<file path="config.mk">
export PLATFORM = sky130hd
export DESIGN_NAME = struct_member_layout
export DESIGN_NICKNAME = d
export VERILOG_FILES = /design/src/sv/sml_pkg.sv /design/src/sv/struct_member_layout.sv /design/src/sv/sml_front.sv /design/src/sv/sml_queue.sv /design/src/sv/sml_back.sv
export SDC_FILE = /design/constraint.sdc
export NUM_CORES = 1
export LEC_CHECK = 0
export ABC_CLOCK_PERIOD_IN_PS = 13610
export BUFFER_PORTS_ARGS = -buffer_cell sky130_fd_sc_hd__clkbuf_2
export CAP_MARGIN = 15
export CORE_ASPECT_RATIO = 0.8
export CORE_MARGIN = 2
export CORE_UTILIZATION = 40
export DETAILED_ROUTE_END_ITERATION = 8
export REMOVE_ABC_BUFFERS = 1
export SLEW_MARGIN = 10
export SYNTH_ARGS = -nofsm -noshare
export SYNTH_HDL_FRONTEND = slang
export SYNTH_SLANG_ARGS = --single-unit
</file>
<file path="constraint.sdc">
create_clock -name clock -period 13.61 [get_ports clock]
set_clock_uncertainty 0.1 [all_clocks]
set_input_delay 2.722 -clock clock [delete_from_list [all_inputs] [get_ports clock]]
set_output_delay 2.722 -clock clock [all_outputs]
set_load 0.01 [all_outputs]
</file>
<file path="src/sv/sml_pkg.sv">
// ----------------------------------------------------------------------------
// sml_pkg: shared types and constants for the member layout engine
// Widths of the item fields, offset range and the classified item that the
// front end hands to the layout engine.
// ----------------------------------------------------------------------------
package sml_pkg;

   // offset range: offsets saturate at all ones of OFFSET_BITS
   localparam int OFFSET_BITS = 32;
   localparam int VAL_W       = (OFFSET_BITS > 32) ? OFFSET_BITS : 32;
   localparam logic [OFFSET_BITS-1:0] OFF_MAX = '1;
   localparam logic [VAL_W:0]         LIMIT   = (VAL_W+1)'(OFF_MAX);

   // field widths
   localparam int SIZE_W  = 32;
   localparam int ALIGN_W = 7;
   localparam int MASK_W  = 6;
   localparam int BITW_W  = 6;
   localparam int BOFF_W  = 5;

   // bitfield storage unit
   localparam int UNIT_BYTES = 4;
   localparam int UNIT_BITS  = 32;

   // queue sizes
   localparam int QUEUE_DEPTH = 4;
   localparam int QPTR_W      = $clog2(QUEUE_DEPTH);
   localparam int OUT_DEPTH   = 4;
   localparam int OPTR_W      = $clog2(OUT_DEPTH);

   // what the layout engine does with one item
   typedef enum logic [2:0] {
      OP_SKIP,          // untyped member
      OP_BF_BREAK,      // zero-width bitfield
      OP_BF_UNION,      // bitfield of a union
      OP_BF_PACK,       // bitfield packed into a struct unit
      OP_MEMBER,        // complete ordinary member
      OP_MEMBER_NONE    // incomplete ordinary member
   } op_type;

   // classified item
   typedef struct packed {
      op_type              op;
      logic [SIZE_W-1:0]   size;
      logic [ALIGN_W-1:0]  align;
      logic [MASK_W-1:0]   mask;
      logic [BITW_W-1:0]   width;
      logic                agg_union;
      logic                last;
   } cls_type;

   // result item
   typedef struct packed {
      logic [31:0]         member_offset;
      logic [BOFF_W-1:0]   bit_pos;
      logic                placed;
      logic [31:0]         struct_size;
      logic [ALIGN_W-1:0]  struct_align;
      logic                done_res;
      logic                overflow;
   } rsp_type;

endpackage

</file>
<file path="src/sv/struct_member_layout.sv">
// ----------------------------------------------------------------------------
// struct_member_layout: struct and union member layout engine
// Assigns byte and bit offsets to aggregate members in declaration order and
// reports the padded size and alignment on the last member.
// ----------------------------------------------------------------------------
//
//   channel   direction   handshake        item contents
//   req_      in          push / full      one member description
//   rsp_      out         empty / pop      offsets, placement, final size
//
// One item per cycle sustained while the result queue has room. The layout
// update takes an item from the item queue into the engine stage register,
// size padding puts its result in the result queue. Synchronous active-high
// reset clears both queues and the state. A stalled consumer fills the
// four-entry result queue, then the item queue; full rises only when the
// item queue holds four items.
//
module struct_member_layout (
   input  logic                          clock,
   input  logic                          reset,
   input  logic                          push,
   output logic                          full,
   input  logic                          req_kind,
   input  logic                          req_has_type,
   input  logic [sml_pkg::SIZE_W-1:0]    req_member_size,
   input  logic [sml_pkg::ALIGN_W-1:0]   req_member_align,
   input  logic                          req_member_complete,
   input  logic [sml_pkg::BITW_W-1:0]    req_bit_width,
   input  logic                          req_union_mode,
   input  logic                          req_last,
   output logic                          empty,
   input  logic                          pop,
   output logic [31:0]                   rsp_member_offset,
   output logic [sml_pkg::BOFF_W-1:0]    rsp_bit_offset,
   output logic                          rsp_placed,
   output logic [31:0]                   rsp_struct_size,
   output logic [sml_pkg::ALIGN_W-1:0]   rsp_struct_align,
   output logic                          rsp_done_res,
   output logic                          rsp_overflow
);
   import sml_pkg::*;

   cls_type cls_w;
   cls_type q_item;
   logic    q_empty;
   logic    q_pop;
   rsp_type rsp_w;

   // classifier
   sml_front u_front (
      .req_kind            (req_kind),
      .req_has_type        (req_has_type),
      .req_member_size     (req_member_size),
      .req_member_align    (req_member_align),
      .req_member_complete (req_member_complete),
      .req_bit_width       (req_bit_width),
      .req_union_mode      (req_union_mode),
      .req_last            (req_last),
      .cls                 (cls_w)
   );

   // item queue
   sml_queue u_queue (
      .clock   (clock),
      .reset   (reset),
      .push    (push),
      .wr_item (cls_w),
      .full    (full),
      .pop     (q_pop),
      .empty   (q_empty),
      .rd_item (q_item)
   );

   // layout engine and result queue
   sml_back u_back (
      .clock   (clock),
      .reset   (reset),
      .q_empty (q_empty),
      .item    (q_item),
      .q_pop   (q_pop),
      .pop     (pop),
      .empty   (empty),
      .rsp     (rsp_w)
   );

   // result fields
   assign rsp_member_offset = rsp_w.member_offset;
   assign rsp_bit_offset    = rsp_w.bit_pos;
   assign rsp_placed        = rsp_w.placed;
   assign rsp_struct_size   = rsp_w.struct_size;
   assign rsp_struct_align  = rsp_w.struct_align;
   assign rsp_done_res      = rsp_w.done_res;
   assign rsp_overflow      = rsp_w.overflow;

endmodule

</file>
<file path="src/sv/sml_front.sv">
// ----------------------------------------------------------------------------
// sml_front: member classifier
// Cleans alignment and bitfield width and decides how the member is laid out.
// ----------------------------------------------------------------------------
module sml_front (
   input  logic                          req_kind,
   input  logic                          req_has_type,
   input  logic [sml_pkg::SIZE_W-1:0]    req_member_size,
   input  logic [sml_pkg::ALIGN_W-1:0]   req_member_align,
   input  logic                          req_member_complete,
   input  logic [sml_pkg::BITW_W-1:0]    req_bit_width,
   input  logic                          req_union_mode,
   input  logic                          req_last,
   output sml_pkg::cls_type              cls
);
   import sml_pkg::*;

   logic [ALIGN_W-1:0] align_c;
   logic [BITW_W-1:0]  width_c;
   op_type             op_c;

   // round alignment down to a power of two, zero taken as one
   always_comb begin
      priority if (req_member_align[6]) begin
         align_c = 7'd64;
      end else if (req_member_align[5]) begin
         align_c = 7'd32;
      end else if (req_member_align[4]) begin
         align_c = 7'd16;
      end else if (req_member_align[3]) begin
         align_c = 7'd8;
      end else if (req_member_align[2]) begin
         align_c = 7'd4;
      end else if (req_member_align[1]) begin
         align_c = 7'd2;
      end else begin
         align_c = 7'd1;
      end
   end

   // clamp bitfield width to one unit
   assign width_c = (req_bit_width > BITW_W'(UNIT_BITS)) ? BITW_W'(UNIT_BITS) : req_bit_width;

   // classify
   always_comb begin
      priority if (!req_has_type) begin
         op_c = OP_SKIP;
      end else if (req_kind) begin
         priority if (width_c == '0) begin
            op_c = OP_BF_BREAK;
         end else if (req_union_mode) begin
            op_c = OP_BF_UNION;
         end else begin
            op_c = OP_BF_PACK;
         end
      end else if (req_member_complete) begin
         op_c = OP_MEMBER;
      end else begin
         op_c = OP_MEMBER_NONE;
      end
   end

   assign cls.op        = op_c;
   assign cls.size      = req_member_size;
   assign cls.align     = align_c;
   assign cls.mask      = MASK_W'(align_c - 7'd1);
   assign cls.width     = width_c;
   assign cls.agg_union = req_union_mode;
   assign cls.last      = req_last;

endmodule

</file>
<file path="src/sv/sml_queue.sv">
// ----------------------------------------------------------------------------
// sml_queue: classified item queue
// Short FIFO between the classifier and the layout engine.
// ----------------------------------------------------------------------------
module sml_queue (
   input  logic              clock,
   input  logic              reset,
   input  logic              push,
   input  sml_pkg::cls_type  wr_item,
   output logic              full,
   input  logic              pop,
   output logic              empty,
   output sml_pkg::cls_type  rd_item
);
   import sml_pkg::*;

   cls_type             slot_ff [QUEUE_DEPTH];
   logic [QPTR_W-1:0]   wr_ptr_ff, wr_ptr_in;
   logic [QPTR_W-1:0]   rd_ptr_ff, rd_ptr_in;
   logic [QPTR_W:0]     count_ff, count_in;
   logic                do_push, do_pop;

   assign full    = (count_ff == (QPTR_W+1)'(QUEUE_DEPTH));
   assign empty   = (count_ff == '0);
   assign do_push = push & ~full;
   assign do_pop  = pop & ~empty;
   assign rd_item = slot_ff[rd_ptr_ff];

   // pointer and fill count
   always_comb begin
      wr_ptr_in = do_push ? wr_ptr_ff + 1'b1 : wr_ptr_ff;
      rd_ptr_in = do_pop ? rd_ptr_ff + 1'b1 : rd_ptr_ff;
      count_in  = count_ff + (QPTR_W+1)'(do_push) - (QPTR_W+1)'(do_pop);
   end

   always_ff @(posedge clock) begin
      if (reset) begin
         wr_ptr_ff <= '0;
         rd_ptr_ff <= '0;
         count_ff  <= '0;
      end else begin
         wr_ptr_ff <= wr_ptr_in;
         rd_ptr_ff <= rd_ptr_in;
         count_ff  <= count_in;
      end
   end

   // storage
   always_ff @(posedge clock) begin
      if (do_push) begin
         slot_ff[wr_ptr_ff] <= wr_item;
      end
   end

endmodule

</file>
<file path="src/sv/sml_back.sv">
// ----------------------------------------------------------------------------
// sml_back: layout engine and result queue
// Updates the running layout state once per item, finishes the aggregate size
// on the last member and buffers results for the consumer.
// ----------------------------------------------------------------------------
module sml_back (
   input  logic              clock,
   input  logic              reset,
   input  logic              q_empty,
   input  sml_pkg::cls_type  item,
   output logic              q_pop,
   input  logic              pop,
   output logic              empty,
   output sml_pkg::rsp_type  rsp
);
   import sml_pkg::*;

   // engine stage register contents
   typedef struct packed {
      logic [OFFSET_BITS-1:0] moff;
      logic [BOFF_W-1:0]      boff;
      logic                   placed;
      logic                   last;
      logic [VAL_W-1:0]       fin_x;
      logic [ALIGN_W-1:0]     talign;
      logic [MASK_W-1:0]      tmask;
      logic                   ovf;
   } fin_type;

   // layout state
   logic [OFFSET_BITS-1:0] run_ff, run_in;
   logic [OFFSET_BITS-1:0] unit_ff, unit_in;
   logic [OFFSET_BITS-1:0] close_ff, close_in;
   logic                   close_ovf_ff, close_ovf_in;
   logic [BITW_W-1:0]      bitpos_ff, bitpos_in;
   logic                   open_ff, open_in;
   logic [ALIGN_W-1:0]     lalign_ff, lalign_in;
   logic [SIZE_W-1:0]      lsize_ff, lsize_in;
   logic                   ovf_ff, ovf_in;

   // engine stage and result queue
   fin_type                fin_ff, fin_in;
   logic                   fin_vld_ff;
   rsp_type                obuf_ff [OUT_DEPTH];
   logic [OPTR_W-1:0]      o_wr_ff, o_rd_ff;
   logic [OPTR_W:0]        o_cnt_ff, o_cnt_in;
   logic                   o_pop;
   rsp_type                rsp_in;

   // datapath
   logic                   issue;
   logic [OFFSET_BITS-1:0] base;
   logic                   base_ovf;
   logic [VAL_W:0]         mem_sum, end_sum, u_sum, c_sum, c_trunc, f_sum, f_val;
   logic                   mem_sat, end_sat, u_sat, c_sat, f_sat;
   logic [OFFSET_BITS-1:0] aligned, end_val, u_val, c_val;
   logic [BITW_W:0]        bit_end;
   logic                   fits;

   // take an item only when its result has a guaranteed slot
   assign issue = ~q_empty
                  & ((o_cnt_ff + (OPTR_W+1)'(fin_vld_ff)) < (OPTR_W+1)'(OUT_DEPTH));
   assign q_pop = issue;

   // closing an open unit lands the offset at its precomputed end
   assign base     = open_ff ? close_ff : run_ff;
   assign base_ovf = open_ff & close_ovf_ff;

   // ordinary member: align up, then advance by the size
   always_comb begin
      mem_sum = (VAL_W+1)'(base) + (VAL_W+1)'(item.mask);
      mem_sat = mem_sum > LIMIT;
      aligned = mem_sat ? OFF_MAX : (mem_sum[OFFSET_BITS-1:0] & ~OFFSET_BITS'(item.mask));
      end_sum = (VAL_W+1)'(aligned) + (VAL_W+1)'(item.size);
      end_sat = end_sum > LIMIT;
      end_val = end_sat ? OFF_MAX : end_sum[OFFSET_BITS-1:0];
   end

   // new bitfield unit and its end offset, both from the base
   always_comb begin
      u_sum   = (VAL_W+1)'(base) + (VAL_W+1)'(UNIT_BYTES - 1);
      u_sat   = u_sum > LIMIT;
      u_val   = u_sat ? OFF_MAX
                      : (u_sum[OFFSET_BITS-1:0] & ~OFFSET_BITS'(UNIT_BYTES - 1));
      c_sum   = (VAL_W+1)'(base) + (VAL_W+1)'(2 * UNIT_BYTES - 1);
      c_trunc = c_sum & ~(VAL_W+1)'(UNIT_BYTES - 1);
      c_sat   = u_sat | (c_trunc > LIMIT);
      c_val   = c_sat ? OFF_MAX : c_trunc[OFFSET_BITS-1:0];
      bit_end = (BITW_W+1)'(bitpos_ff) + (BITW_W+1)'(item.width);
      fits    = bit_end <= (BITW_W+1)'(UNIT_BITS);
   end

   // per-member state update
   always_comb begin
      run_in       = run_ff;
      unit_in      = unit_ff;
      close_in     = close_ff;
      close_ovf_in = close_ovf_ff;
      bitpos_in    = bitpos_ff;
      open_in      = open_ff;
      lalign_in    = lalign_ff;
      lsize_in     = lsize_ff;
      ovf_in       = ovf_ff;
      fin_in.moff   = '0;
      fin_in.boff   = '0;
      fin_in.placed = 1'b0;
      unique case (item.op)
         OP_SKIP: begin
         end
         OP_BF_BREAK: begin
            if (open_ff && bitpos_ff != '0) begin
               run_in    = close_ff;
               ovf_in    = ovf_ff | close_ovf_ff;
               open_in   = 1'b0;
               bitpos_in = '0;
            end
         end
         OP_BF_UNION: begin
            fin_in.placed = 1'b1;
            if (lsize_ff < SIZE_W'(UNIT_BYTES)) lsize_in = SIZE_W'(UNIT_BYTES);
            if (lalign_ff < ALIGN_W'(UNIT_BYTES)) lalign_in = ALIGN_W'(UNIT_BYTES);
         end
         OP_BF_PACK: begin
            fin_in.placed = 1'b1;
            if (!open_ff || !fits) begin
               run_in       = u_val;
               unit_in      = u_val;
               close_in     = c_val;
               close_ovf_in = c_sat;
               ovf_in       = ovf_ff | base_ovf | u_sat;
               open_in      = 1'b1;
               bitpos_in    = item.width;
               if (lalign_ff < ALIGN_W'(UNIT_BYTES)) lalign_in = ALIGN_W'(UNIT_BYTES);
               fin_in.moff  = u_val;
            end else begin
               fin_in.moff  = unit_ff;
               fin_in.boff  = BOFF_W'(bitpos_ff);
               bitpos_in    = bit_end[BITW_W-1:0];
            end
         end
         OP_MEMBER: begin
            fin_in.placed = 1'b1;
            open_in       = 1'b0;
            bitpos_in     = '0;
            if (item.align > lalign_ff) lalign_in = item.align;
            if (item.agg_union) begin
               run_in = base;
               ovf_in = ovf_ff | base_ovf;
               if (item.size > lsize_ff) lsize_in = item.size;
            end else begin
               fin_in.moff = aligned;
               run_in      = end_val;
               ovf_in      = ovf_ff | base_ovf | mem_sat | end_sat;
            end
         end
         OP_MEMBER_NONE: begin
            run_in    = base;
            ovf_in    = ovf_ff | base_ovf;
            open_in   = 1'b0;
            bitpos_in = '0;
         end
         default: begin
         end
      endcase

      // end of aggregate: close an open unit, pick the size to pad
      fin_in.last   = item.last;
      fin_in.talign = lalign_in;
      fin_in.tmask  = MASK_W'(lalign_in - 7'd1);
      fin_in.ovf    = ovf_in | (item.last & open_in & close_ovf_in);
      if (item.agg_union) begin
         fin_in.fin_x = VAL_W'(lsize_in);
      end else if (open_in) begin
         fin_in.fin_x = VAL_W'(close_in);
      end else begin
         fin_in.fin_x = VAL_W'(run_in);
      end
   end

   // layout state registers, cleared after the last member
   always_ff @(posedge clock) begin
      if (reset || (issue && item.last)) begin
         run_ff       <= '0;
         unit_ff      <= '0;
         close_ff     <= '0;
         close_ovf_ff <= 1'b0;
         bitpos_ff    <= '0;
         open_ff      <= 1'b0;
         lalign_ff    <= ALIGN_W'(1);
         lsize_ff     <= '0;
         ovf_ff       <= 1'b0;
      end else if (issue) begin
         run_ff       <= run_in;
         unit_ff      <= unit_in;
         close_ff     <= close_in;
         close_ovf_ff <= close_ovf_in;
         bitpos_ff    <= bitpos_in;
         open_ff      <= open_in;
         lalign_ff    <= lalign_in;
         lsize_ff     <= lsize_in;
         ovf_ff       <= ovf_in;
      end
   end

   // engine stage register
   always_ff @(posedge clock) begin
      if (reset) begin
         fin_vld_ff <= 1'b0;
      end else begin
         fin_vld_ff <= issue;
      end
   end

   always_ff @(posedge clock) begin
      if (issue) begin
         fin_ff <= fin_in;
      end
   end

   // pad the total size to the aggregate alignment
   always_comb begin
      f_sum = (VAL_W+1)'(fin_ff.fin_x) + (VAL_W+1)'(fin_ff.tmask);
      f_sat = f_sum > LIMIT;
      f_val = f_sat ? LIMIT : (f_sum & ~(VAL_W+1)'(fin_ff.tmask));
      rsp_in.member_offset = 32'(fin_ff.moff);
      rsp_in.bit_pos       = fin_ff.boff;
      rsp_in.placed        = fin_ff.placed;
      rsp_in.struct_size   = fin_ff.last ? 32'(f_val) : 32'd0;
      rsp_in.struct_align  = fin_ff.last ? fin_ff.talign : ALIGN_W'(1);
      rsp_in.done_res      = fin_ff.last;
      rsp_in.overflow      = fin_ff.ovf | (fin_ff.last & f_sat);
   end

   // result queue
   assign empty    = (o_cnt_ff == '0);
   assign o_pop    = pop & ~empty;
   assign rsp      = obuf_ff[o_rd_ff];
   assign o_cnt_in = o_cnt_ff + (OPTR_W+1)'(fin_vld_ff) - (OPTR_W+1)'(o_pop);

   always_ff @(posedge clock) begin
      if (reset) begin
         o_wr_ff  <= '0;
         o_rd_ff  <= '0;
         o_cnt_ff <= '0;
      end else begin
         if (fin_vld_ff) o_wr_ff <= o_wr_ff + 1'b1;
         if (o_pop) o_rd_ff <= o_rd_ff + 1'b1;
         o_cnt_ff <= o_cnt_in;
      end
   end

   always_ff @(posedge clock) begin
      if (fin_vld_ff) begin
         obuf_ff[o_wr_ff] <= rsp_in;
      end
   end

   // checks
   a_obuf_bound: assert property (@(posedge clock) disable iff (reset)
      o_cnt_ff <= (OPTR_W+1)'(OUT_DEPTH))
      else $error("result queue over capacity");

   a_slot_free: assert property (@(posedge clock) disable iff (reset)
      fin_vld_ff |-> o_cnt_ff < (OPTR_W+1)'(OUT_DEPTH))
      else $error("finished item has no result slot");

   a_last_clears: assert property (@(posedge clock) disable iff (reset)
      issue && item.last |=> !open_ff && run_ff == '0 && !ovf_ff
                             && lalign_ff == ALIGN_W'(1) && lsize_ff == '0)
      else $error("layout state not cleared after last member");

   a_open_bits: assert property (@(posedge clock) disable iff (reset)
      open_ff |-> bitpos_ff != '0 && bitpos_ff <= BITW_W'(UNIT_BITS))
      else $error("open unit with bad bit position");

   a_issue_to_fin: assert property (@(posedge clock) disable iff (reset)
      issue |=> fin_vld_ff)
      else $error("issued item lost before result queue");

endmodule
</file>
After elaboration in Yosys (flattened, before gate mapping). Memory sizes are Yosys's and may differ from the RTL's. A register that Yosys moved wholly into a read port is not among the register bits. Index checks and enable logic that the tools add are counted.

Memories kept: 2. Input port bits: 54. Bits in registers: 244. Logic and storage cells: 161. Memory bits (writable): 540.

Bitwise gates (word level): 24. Reduce and logical (&&, ||, !) cells: 16. $add $sub $neg: 16. Equal/unequal tests: 7. Magnitude comparators: 12. Muxes and demuxes: 60.

Memory list: u_back.obuf_ff (depth 4, width 79, read ports 1, clocked after memory_dff 1, write ports 1, RTL line sml_back.sv:44) `rsp_type obuf_ff [OUT_DEPTH];`; u_queue.slot_ff (depth 4, width 56, read ports 1, clocked after memory_dff 1, write ports 1, RTL line sml_queue.sv:17) `cls_type slot_ff [QUEUE_DEPTH];`.

Operators by type and width (number): $mux W32 (19); $gt A33 B32 Y1 const B (5); $pmux W32 S2 (2); $pmux W32 S4 (1); $add A32 B6 Y33 (2); $and A32 B32 Y32 (2); $not A6 Y32 (2); $mux W7 (9); $add A32 B2 Y33 const B (1); $add A32 B3 Y33 const B (1); $add A32 B32 Y33 (1); $gt A32 B32 Y1 (1); $lt A32 B3 Y1 const B (1); $pmux W7 S3 (1); $mux W6 (3); $pmux W6 S3 (1); $mux W1 (14); $sub A6 B1 Y6 const B (2); $mux W2 (5); $eq A3 B3 Y1 const B (3); $mux W3 (3); $add A2 B1 Y2 const B (4); $and A1 B1 Y1 (8); $or A1 B1 Y1 (8); 25 further kinds (36).

Longest topological paths before layout.
Word-level depth: 11. Depth in mapped cells: 35.

Hierarchy. Synthesis repeated with hierarchy kept, for this count alone.

Cell total of the unflattened synthesis: 3288. Area, all modules: 39825.7 µm².

Modules (own cells, without submodules): sml_back (instances 1, cells an instance 2877, seq. area each 15124.5 µm², area an instance 30762.0 µm²); sml_queue (instances 1, cells an instance 343, seq. area each 6906.6 µm², area an instance 8583.2 µm²); sml_front (instances 1, cells an instance 68, seq. area each 0.0 µm², area an instance 480.5 µm²).

Worst setup path after synthesis. OpenSTA, ideal clock, no wires.

Kind: reg2reg. Start point: register (tool-made name). End point: register u_back.fin_ff[26] in the netlist's numbering (data pin). Cell stages (with the launch flop): 30. Data arrival time: 7193 ps. Path buffers: 6. Data required time: 13236 ps. Slack: 6043 ps. Period minus slack after synthesis: 7567 ps. Library setup time: 274 ps. Cells stage by stage: dfxtp_1 -> clkbuf_1 -> clkbuf_1 -> buf_1 -> mux4_2 -> ha_1 -> inv_1 -> fa_1 -> nor2b_1 -> o21ai_0 -> a21boi_0 -> o21ai_0 -> a21boi_1 -> and2_1 -> clkbuf_1 -> nand2_1 -> clkbuf_1 -> o21ai_0 -> fa_1 -> a211oi_1 -> o21ai_0 -> a22oi_1 -> nor4_1 -> o211ai_1 -> and3_1 -> clkbuf_1 -> a221oi_1 -> or4_1 -> o211ai_1 -> a31oi_1.

RTL lines: to (signal assigned) (RTL line sml_back.sv:216) `fin_ff <= fin_in;`; to (decl) (RTL line sml_back.sv:42) `fin_type fin_ff, fin_in;`.

==> metrics.md <==
| Metric | Value |
|---|---|
| Layout Nets | roughly 3400 |
| All-Layer GR Usage | 0.219 |
| Outcome | finished, final reports clean |
| Vias in the first global route | 25400 |
| Synthesized cell area | 0.0393 mm2 |
| Clock latency reported for the late side of the worst-skew pair | 0.66 ns |
| # clock sinks | 788 |
| Yosys top cell by area | edfxtp_1 |
| WL met2 | 44800 um |
| Hold Worst Slack | 0.387 ns |
| Crit path required time | between 10 and 15 ns |
| Port bufs | 133 |
| Number of post-CTS setup repair buffers | 0 |
| Post-synth ARST share | 0 |
| Cell Area, Placed | 0.0412 mm2 |
| Worst setup SP type | flip-flop |
| Max-cap violations | 0 |
| Vias per cell | approximately 5.9 |
| Data arrival, critical path | 9.94 ns |
| Min-delay src | u_back.unit_ff[19] |
| Initial Util | 0.405 |
| Crit path launch | u_back.open_ff |
| # DRC | 0 |
| Global route total overflow | 0 |
| Critical path type | reg2reg |
| Area share of the largest cell type after synthesis | 0.477 |
| Post-synth EDFFs | between 600 and 700 |
| Die Y | 285 um |
| # placed instances | 4415 |
| Minimum clock period | 9.69 ns |
| CTS Hold Bufs | 0 |
| Die Width | ~350 um |
| Pwr dens | 253 mW/mm2 |
| GP Congestion | around 0.98 |
| Hold Path Class | reg2reg |
| Global-route wire length before repair | 167000 um |
| Final hold vios | 0 |
| Post-Layout Inst Area | 0.0439 mm2 |
| CTS Root Cell | clkbuf_16 |
| Rel. slew slack | 0.168 |
| Max VDD drop | 0.000187 V |
| Most frequent cells in the layout | edfxtp_1 (625), nor2_1 (253), nand2_1 (171) |
| Max-slew violation count | 0 |
| DR vias | 27000 |
| First-pass DRT Iterations | 6 |
| PnR Total Power | 0.0111 W |
| ANT nets after route | 0 |
| Die Area | 0.101 mm2 |
| RSZ-0062 raised after global routing | false |
| Critical Path End Type | flip-flop |
| Fin cells | 4566 |
| Initial drt markers | approximately 3200 |
| Most common cell after layout, fill and taps aside | edfxtp_1 |
| Routed wire per std cell | 24.5 um |
| # setup viols final | 0 |
| Antenna violations before repair | 3 |
| CTS tree | done |
| Clk buf depth | 3 |
| IO Count | 135 |
| YS warnings | 0 |
| Top Layer Used | met5 |
| Ratio of final minimum period to clock period | 0.712 |
| Leakage | 15.1 nW |
| Avg Synthesized Cell Area | 12.6 um2 |
| Top_reg_cell synth | edfxtp_1 |
| Area grow syn2layout | 11.6% |
| WL met3 | 13300 um |
| Core area | about 0.1 mm2 |
| H-tree depth | 3 |
| F_max | 103 MHz |
| Setup TNS | 0 ns |
| WL met1 | 51000 um |
| Share of layout cells above drive strength 1 | 0.169 |
| Netlist cell types | slightly below 100 |
| Cells after Synth | ~3100 |
| Clk slew on worst S/H paths | around 0.07 ns |
| Rows | approximately 100 |
| Crit-path max FO | 78 |
| Worst Tran Pin Value | around 1.2 ns |
| Final WL | 112000 um |
| Launch point of the worst reg-to-reg path | u_back.open_ff |
| Leading post-synthesis cells by cell area | edfxtp_1 (48%), dfxtp_1 (8.3%), mux4_2 (7.7%) |
| Sequential fraction of the synthesis area | 0.560 |
| TritonCTS buffer count | 81 |
| Cts repair resizes | 0 |
| Synth Register Bits | 788 |
| Post-DP HPWL | 75100 um |
| Largest net degree at the start of global routing | 83 |
worst paths after layout:
check                  endpoint  cells past startpoint  slack [ns]
max           u_back.fin_ff[43]                     26        3.92
min          u_back.unit_ff[19]                      2        0.39
max reg2reg   u_back.fin_ff[43]                     26        3.92
min reg2reg  u_back.unit_ff[19]                      2        0.39
cell families after synthesis:
logic type | synth area share
AO/OA/AOI/OAI | 0.145
XOR/XNOR | 0.0318
adder cells (fa/ha/maj) | 0.0385
buffers and inverters | 0.0321
flip-flops | 0.560
multiplexers | 0.0973
AND/OR/NAND/NOR | 0.0958
synthesized netlist by cell type (16+ instances only):
cell,count
edfxtp_1,625
nor3_1,45
nand2b_1,23
dfxtp_1,163
mux4_2,134
a31oi_1,21
nor2_1,256
a221oi_1,32
o221a_1,21
xor2_1,71
inv_1,103
nand3b_1,17
o211ai_1,38
a22oi_1,47
and3_1,20
ha_1,113
nand2_1,171
o21ai_0,150
nor2b_1,26
nand4_1,28
o221ai_1,25
a21o_1,37
a211oi_1,26
o31ai_1,22
and2_1,34
xnor2_1,72
a31oi_2,17
buf_1,17
or3_1,16
o2bb2ai_1,20
nor4_1,25
clkbuf_1,148
nand3_1,63
o21a_1,17
a21oi_1,171
o221a_2,22
o22ai_1,28
mux2i_1,65
layout make-up:
class	instances	area [um2]
diodes	1	2.50
clock buffers	102	2200
clock inverters	47	452
fillers	8846	53200
inverters	104	393
multi-input cells	2042	16100
flip-flops and latches	788	22000
well taps	1300	1630
repair buffers	182	1040
stage by stage:
| stage | setup slack [ns] | utilization |
|---|---|---|
| 2_1_floorplan | 2.53 | - |
| 3_3_place_gp | 4.35 | 0.425 |
| 3_5_place_dp | 4.25 | 0.425 |
| 4_1_cts | 4.22 | 0.452 |
| 5_1_grt | 3.54 | 0.452 |
| 6_report | 3.92 | 0.452 |
state kept, by name, summed over array words and instances (netlist names), 2 cells and up, named ones only:
name	count
u_queue.count_ff	3
u_back.obuf_ff	316
u_back.o_rd_ff	2
u_queue.slot_ff	224
u_back.run_ff	32
u_back.bitpos_ff	6
u_back.lalign_ff	7
u_back.o_cnt_ff	3
u_back.close_ff	32
u_back.unit_ff	32
u_back.o_wr_ff	2
u_back.fin_ff	85
u_queue.rd_ptr_ff	2
u_back.lsize_ff	32
u_queue.wr_ptr_ff	2
worst max-delay path, stage by stage, from the launching register on:
cell	delay (ns)
dfxtp_4	0.54
buf_4	0.84
mux2i_1	0.59
inv_1	0.16
ha_1	0.23
inv_1	0.07
fa_1	0.21
nor2b_1	0.06
o21ai_0	0.22
a21boi_0	0.16
o21ai_0	0.40
a21boi_1	0.24
and2_1	0.35
nand2_1	0.56
buf_4	0.39
nand2_1	0.29
ha_1	0.44
o211ai_1	0.17
a2111oi_0	0.47
a22oi_1	0.22
nor4_1	0.63
o211ai_1	0.28
nand2_1	0.70
nor2_1	0.11
mux2i_1	0.25
a21oi_1	0.12
o21ai_0	0.54
metal layers:
metal,up-vias,global-route usage
li1,12300,-
met2,1261,0.294
met1,13300,0.329
met3,199,0.0772
met5,-,0
met4,2,0.0618
power by group:
part	switching, W	internal [W]	leakage [nW]
registers	0.000356	0.00337	7.18
logic	0.00342	0.00172	6.61
clock network	0.000957	0.00127	1.28
Note: power is estimated with default switching activity, not from simulation.
